**src/rtl/core/rbs_pkg.sv**
```systemverilog
package rbs_pkg;

   // fixed field widths
   localparam int COORD_W = 32;
   localparam int EPS_W   = 31;
   localparam int CSR_IDX_W = 2;
   localparam int AXES    = 3;

   // quotient bits resolved by the divider, one per stage
   localparam int QUOT_W  = 32;
   // divider depth: operand prep stage plus one stage per quotient bit
   localparam int DIV_LAT = QUOT_W + 1;

   // configuration register indexes
   typedef enum logic [CSR_IDX_W-1:0] {
      CSR_EPSILON = 2'd0,
      CSR_T_START = 2'd1,
      CSR_T_END   = 2'd2
   } csr_index_type;

   localparam logic [EPS_W-1:0]   EPSILON_RST = 31'd66;
   localparam logic [COORD_W-1:0] T_START_RST = 32'h0000_0000;
   localparam logic [COORD_W-1:0] T_END_RST   = 32'h7FFF_FFFF;

   localparam logic signed [COORD_W-1:0] Q_MAX = 32'sh7FFF_FFFF;
   localparam logic signed [COORD_W-1:0] Q_MIN = 32'sh8000_0000;

   // per item flags that ride beside the dividers
   typedef struct packed {
      logic             valid;
      logic             slab_miss;
      logic [AXES-1:0]  parallel;
   } side_type;

endpackage

```
**src/rtl/core/rbs_qdiv.sv**
```systemverilog
// pipelined restoring divider: (num << FRAC_BITS) / den, truncated, saturated
module rbs_qdiv #(
   parameter int FRAC_BITS = 16
) (
   input  logic               clock,
   input  logic               enable,
   input  logic signed [32:0] num,
   input  logic signed [31:0] den,
   output logic signed [31:0] quot
);

   localparam int NumW  = 33 + FRAC_BITS;
   localparam int Steps = rbs_pkg::QUOT_W;

   logic [32:0]     num_mag;
   logic [31:0]     den_mag;
   logic [NumW-1:0] rem_start;
   logic            ovf_start;

   logic [NumW-1:0] rem_ff [0:Steps];
   logic [31:0]     quo_ff [0:Steps];
   logic [31:0]     den_ff [0:Steps];
   logic            neg_ff [0:Steps];
   logic            ovf_ff [0:Steps];

   // operand magnitudes and early overflow (quotient needs more than 32 bits)
   always_comb begin
      num_mag   = num[32] ? 33'(-num) : 33'(num);
      den_mag   = den[31] ? 32'(-den) : 32'(den);
      rem_start = {num_mag, {FRAC_BITS{1'b0}}};
      ovf_start = (rem_start >> 32) >= NumW'(den_mag);
   end

   always_ff @(posedge clock) begin
      if (enable) begin
         rem_ff[0] <= rem_start;
         quo_ff[0] <= '0;
         den_ff[0] <= den_mag;
         neg_ff[0] <= num[32] ^ den[31];
         ovf_ff[0] <= ovf_start;
      end
   end

   // one quotient bit per stage, most significant first
   for (genvar k = 0; k < Steps; k++) begin : g_step
      localparam int Bit = Steps - 1 - k;
      logic fit;

      assign fit = (rem_ff[k] >> Bit) >= NumW'(den_ff[k]);

      always_ff @(posedge clock) begin
         if (enable) begin
            rem_ff[k+1] <= fit ? rem_ff[k] - (NumW'(den_ff[k]) << Bit) : rem_ff[k];
            quo_ff[k+1] <= {quo_ff[k][30:0], fit};
            den_ff[k+1] <= den_ff[k];
            neg_ff[k+1] <= neg_ff[k];
            ovf_ff[k+1] <= ovf_ff[k];
         end
      end
   end

   // sign and saturation
   always_comb begin
      if (ovf_ff[Steps] || quo_ff[Steps][31]) begin
         quot = neg_ff[Steps] ? rbs_pkg::Q_MIN : rbs_pkg::Q_MAX;
      end else if (neg_ff[Steps]) begin
         quot = 32'(-quo_ff[Steps]);
      end else begin
         quot = quo_ff[Steps];
      end
   end

endmodule

```
**config.mk**
```make
export PLATFORM = sky130hd
export DESIGN_NAME = rbs_qdiv
export DESIGN_NICKNAME = d
export VERILOG_FILES = /design/src/rtl/core/rbs_pkg.sv /design/src/rtl/core/rbs_qdiv.sv
export SDC_FILE = /design/constraint.sdc
export NUM_CORES = 2
export LEC_CHECK = 0
export BUFFER_PORTS_ARGS = -buffer_cell sky130_fd_sc_hd__buf_2
export CAP_MARGIN = 20
export CELL_PAD_IN_SITES_DETAIL_PLACEMENT = 1
export CELL_PAD_IN_SITES_GLOBAL_PLACEMENT = 1
export CORE_MARGIN = 3
export CORE_UTILIZATION = 35
export DETAILED_ROUTE_END_ITERATION = 10
export PLACE_DENSITY_LB_ADDON = 0.1
export SLEW_MARGIN = 15
export SYNTH_ARGS = -nofsm -noshare
export SYNTH_HDL_FRONTEND = slang
export SYNTH_SLANG_ARGS = --single-unit
```
**constraint.sdc**
```tcl
create_clock -name clock -period 9.85 [get_ports clock]
set_clock_uncertainty 0.05 [all_clocks]
set_input_delay 0 -clock clock [delete_from_list [all_inputs] [get_ports clock]]
set_output_delay 0 -clock clock [all_outputs]
set_load 0.05 [all_outputs]
```
==> impl_metrics.csv <==
group,metric,value,unit
cts,cts_made_buffers,329,
detailed_routing,via_count,98400,
synth,count_of_different_cell_masters_after_synthesis,103,
floorplan,die_x,656,µm
global_route,globalRouteTotalUtil,18.1,%
synth,yosys_warnings,0,
cts,clkTransAtPathRegs,0.06,ns
floorplan,die_area,0.430,mm²
synth,synth_simple_gate_area_share,9.88,%
worst_setup_path,worstSetupPathType,"input port to flip-flop",
synth,synth_top_family_by_area,"compound AO/OA/AOI/OAI gates",
synth,post-synth-top-area-cell,"sky130_fd_sc_hd__edfxtp_1",
synth,ys_ff_latch,2794,
timing,min_period_over_period,50.9,%
synth,synth_fp_nets,13700,
cts,clock_sink_count,2794,
synth,synth_largest_type_area_fraction,56.8,%
placement,numPlacedInstances,18200,
timing,maxSlewHeadroom,21.1,%
placement,gpl.final_weighted_congestion,0.869,
worst_setup_path,critical_path_peak_fanout,5,
synth,synthesis.instances,12600,
global_route,first_global_vias,103000,
cts,post-cts-setup-buffers,0,
synth,synth_compound_gate_area_share,13.4,%
cts,worst_skew_pair.late_latency,0.94,ns
synth,avg_inst_size_synth,11.7,µm²
timing,tightest_slew,1.17,ns
worst_setup_path,r2r-start,"rem_ff[0][1146]",
synth,leading_cell_type_by_number_of_instances_after_synthesis,"sky130_fd_sc_hd__edfxtp_1",
power,post-layout-total-power,42.6,mW
cts,cts_max_path_buffers,4,
synth,ys_top_cells_by_area,"sky130_fd_sc_hd__edfxtp_1 57%, sky130_fd_sc_hd__ha_1 7.9%, sky130_fd_sc_hd__inv_1 3.0%",
cts,htree_levels,5,
detailed_routing,initialDrtViolationCount,5968,
global_route,grt_max_degree,160,
timing,fin_tns_setup,0,ns
hold_path,timing.hold.worst_endpoint,"rem_ff[0][31]",
finish,area_growth_syn_to_layout,13.5,%
synth,synth.cells.most_frequent,"2794 x sky130_fd_sc_hd__edfxtp_1, 1195 x sky130_fd_sc_hd__inv_1, 941 x sky130_fd_sc_hd__nand2_1",
synth,postSynth.asyncResetShare,0,%
detailed_routing,routed_wire_length,400,mm
worst_setup_path,r2r_end,"rem_ff[0][1194]",
synth,synth_xor_xnor_area_share,5.40,%
placement,placement.io_buffers,98,
synth,netlist_area,0.148,mm²
synth,synth.area.mux_share,2.29,%
detailed_routing,drc_errors,0,
finish,drive_gt1_share,7.68,%
placement,preCtsSetupSlack,4.95,ns
cts,cts-hold-fix-buffers,186,
floorplan,design.core.area,0.418,mm²
floorplan,die_h,656,µm
worst_setup_path,cp.arrival,5.74,ns
timing,setup-violations-final,0,
detailed_routing,drt.antenna.violating_nets,0,
timing,postLayoutSetupSlackWorst,4.84,ns
outcome,status,"finished clean",
finish,post-route-util,40.1,%
finish,fin_cells,18900,
global_route,overflow,0,
finish,regArea,0.0839,mm²
power,cellPowerDensity,254,mW/mm²
synth,synth_edf_count,2794,
detailed_routing,detail_route.wl_per_cell,21.1,µm
hold_path,holdCritPathClass,"input port to flip-flop",
worst_setup_path,r2r_setup_slack,5.07,ns
hold_path,worstHoldPathCells,2,
timing,final_hold_viols,0,
power,p_leak,65.9,nW
flow_run,drv_cap,0,
floorplan,io_pins,99,
placement,postPlaceCellArea,0.155,mm²
placement,post-dp-hpwl,298,mm
timing,min_period,5.01,ns
worst_setup_path,reg2regPathDepth,12,
worst_setup_path,setup.worst_path.start_class,"input port",
detailed_routing,detailedRoute.firstPassIterationCount,6,
finish,design.final.nets,14100,
cts,cts_resized,0,
worst_setup_path,timing.critical_path.to_type,"flip-flop",
hold_path,hold_path_startpoint,"enable",
global_route,initial_antenna_violation_count,8,
floorplan,std_cell_rows,237,
floorplan,start_util,35.3,%
timing,number_of_pins_exceeding_their_max_slew_limit_in_the_final_report,0,
cts,cts_root_buffer,"sky130_fd_sc_hd__clkbuf_16",
timing,finalHoldWorstSlack,0.0820,ns
synth,synth_adder_area_share,8.37,%
finish,final_area,0.168,mm²
timing,timing.fmax,200,MHz
finish,multiInputGateArea,0.0584,mm²
timing,rsz_0062_raised_after_global_routing,"false",
global_route,first_pass_grt_wire_length,620,mm
worst_setup_path,cp_data_required_time,10.58,ns
detailed_routing,post_drt_via_cell_ratio,5.20,
synth,yosys_most_used_dff,"sky130_fd_sc_hd__edfxtp_1",
cts,tritoncts,"built",
synth,synth_seq_area_share,56.8,%
power,ir_worst_vdd,0.000150,V
finish,filler_cell_count,44500,
[kinds of logic after synthesis]
logic type               Yosys count
AO/OA/AOI/OAI                   3176
XOR/XNOR                         911
adder cells (fa/ha/maj)          969
buffers and inverters           1481
flip-flops                      2794
multiplexers                     305
AND/OR/NAND/NOR                 3010
[state kept, by name, indices dropped and copies added (netlist names)]
| signal | count |
|---|---|
| rem_ff | 1176 |
| den_ff | 1024 |
| quo_ff | 528 |
| neg_ff | 33 |
| ovf_ff | 33 |
[critical path, stage by stage]
cell and delay [ns]:
sky130_fd_sc_hd__dlygate4sd3_1 0.55, sky130_fd_sc_hd__buf_2 0.14, sky130_fd_sc_hd__nor4_1 0.72, sky130_fd_sc_hd__nand3_1 0.48
sky130_fd_sc_hd__or3_1 0.51, sky130_fd_sc_hd__nand2b_1 0.17, sky130_fd_sc_hd__or4_1 0.53, sky130_fd_sc_hd__nand2b_1 0.24
sky130_fd_sc_hd__o21ai_0 0.16, sky130_fd_sc_hd__dlygate4sd3_1 0.59, sky130_fd_sc_hd__xnor2_1 0.16, sky130_fd_sc_hd__ha_1 0.20
sky130_fd_sc_hd__o21ai_0 0.09, sky130_fd_sc_hd__a21oi_1 0.16, sky130_fd_sc_hd__or4b_2 0.60, sky130_fd_sc_hd__nor4_1 0.21
sky130_fd_sc_hd__and4_1 0.21
[layout make-up]
cell class | instances | share of cell area, %
Clock buffer | 406 | 5.19
Inverter | 1201 | 2.69
Clock inverter | 185 | 1.19
Timing Repair Buffer | 362 | 1.85
Sequential cell | 2794 | 50.0
Tap cell | 5616 | 4.19
Multi-Input combinational cell | 8371 | 34.8
Antenna cell | 8 | 0.0119
[cell usage in the layout (no fill, tap or decap), types with 88 or more instances in the layout]
| cell | instances |
|---|---|
| sky130_fd_sc_hd__dlygate4sd3_1 | 186 |
| sky130_fd_sc_hd__buf_2 | 97 |
| sky130_fd_sc_hd__nand2b_1 | 155 |
| sky130_fd_sc_hd__inv_1 | 1195 |
| sky130_fd_sc_hd__xnor2_1 | 507 |
| sky130_fd_sc_hd__nand3_1 | 176 |
| sky130_fd_sc_hd__clkbuf_16 | 337 |
| sky130_fd_sc_hd__nor2_1 | 700 |
| sky130_fd_sc_hd__nand4_1 | 158 |
| sky130_fd_sc_hd__nor3_1 | 199 |
| sky130_fd_sc_hd__o21ai_0 | 813 |
| sky130_fd_sc_hd__or3_1 | 88 |
| sky130_fd_sc_hd__o31ai_1 | 99 |
| sky130_fd_sc_hd__a21oi_1 | 885 |
| sky130_fd_sc_hd__mux2_2 | 242 |
| sky130_fd_sc_hd__nor4_1 | 103 |
| sky130_fd_sc_hd__o21a_1 | 140 |
| sky130_fd_sc_hd__a21o_1 | 473 |
| sky130_fd_sc_hd__xor2_1 | 404 |
| sky130_fd_sc_hd__a31oi_1 | 98 |
| sky130_fd_sc_hd__edfxtp_1 | 2794 |
| sky130_fd_sc_hd__nand2_1 | 940 |
| sky130_fd_sc_hd__o21bai_1 | 97 |
| sky130_fd_sc_hd__nor2b_1 | 132 |
| sky130_fd_sc_hd__ha_1 | 938 |
[metal layers]
layer  wire [µm]  GRT usage [%]
met1      188000           24.9
met4        9190           4.13
met3       11500           1.90
met2      191000           30.7
met5           7              0
[power by group]
part	internal, mW	leakage (nW)	switching (mW)
clock	7.22	5.18	5.02
combinational	5.54	33.5	7.77
sequential	15.7	27.2	1.39
[worst max path at each step]
stage / from / slack [ns] / depth (start not counted) / to
2_1_floorplan: quo_ff[0][1024] / 5.96 / 13 / quot[26]
3_3_place_gp: num[3] / 4.86 / 18 / ovf_ff[0]
3_5_place_dp: num[3] / 4.95 / 18 / ovf_ff[0]
4_1_cts: quo_ff[0][1024] / 4.85 / 13 / quot[26]
5_1_grt: quo_ff[0][1024] / 4.60 / 13 / quot[26]
6_report: num[5] / 4.84 / 17 / ovf_ff[0]
Note: power is estimated with default switching activity, not from simulation.
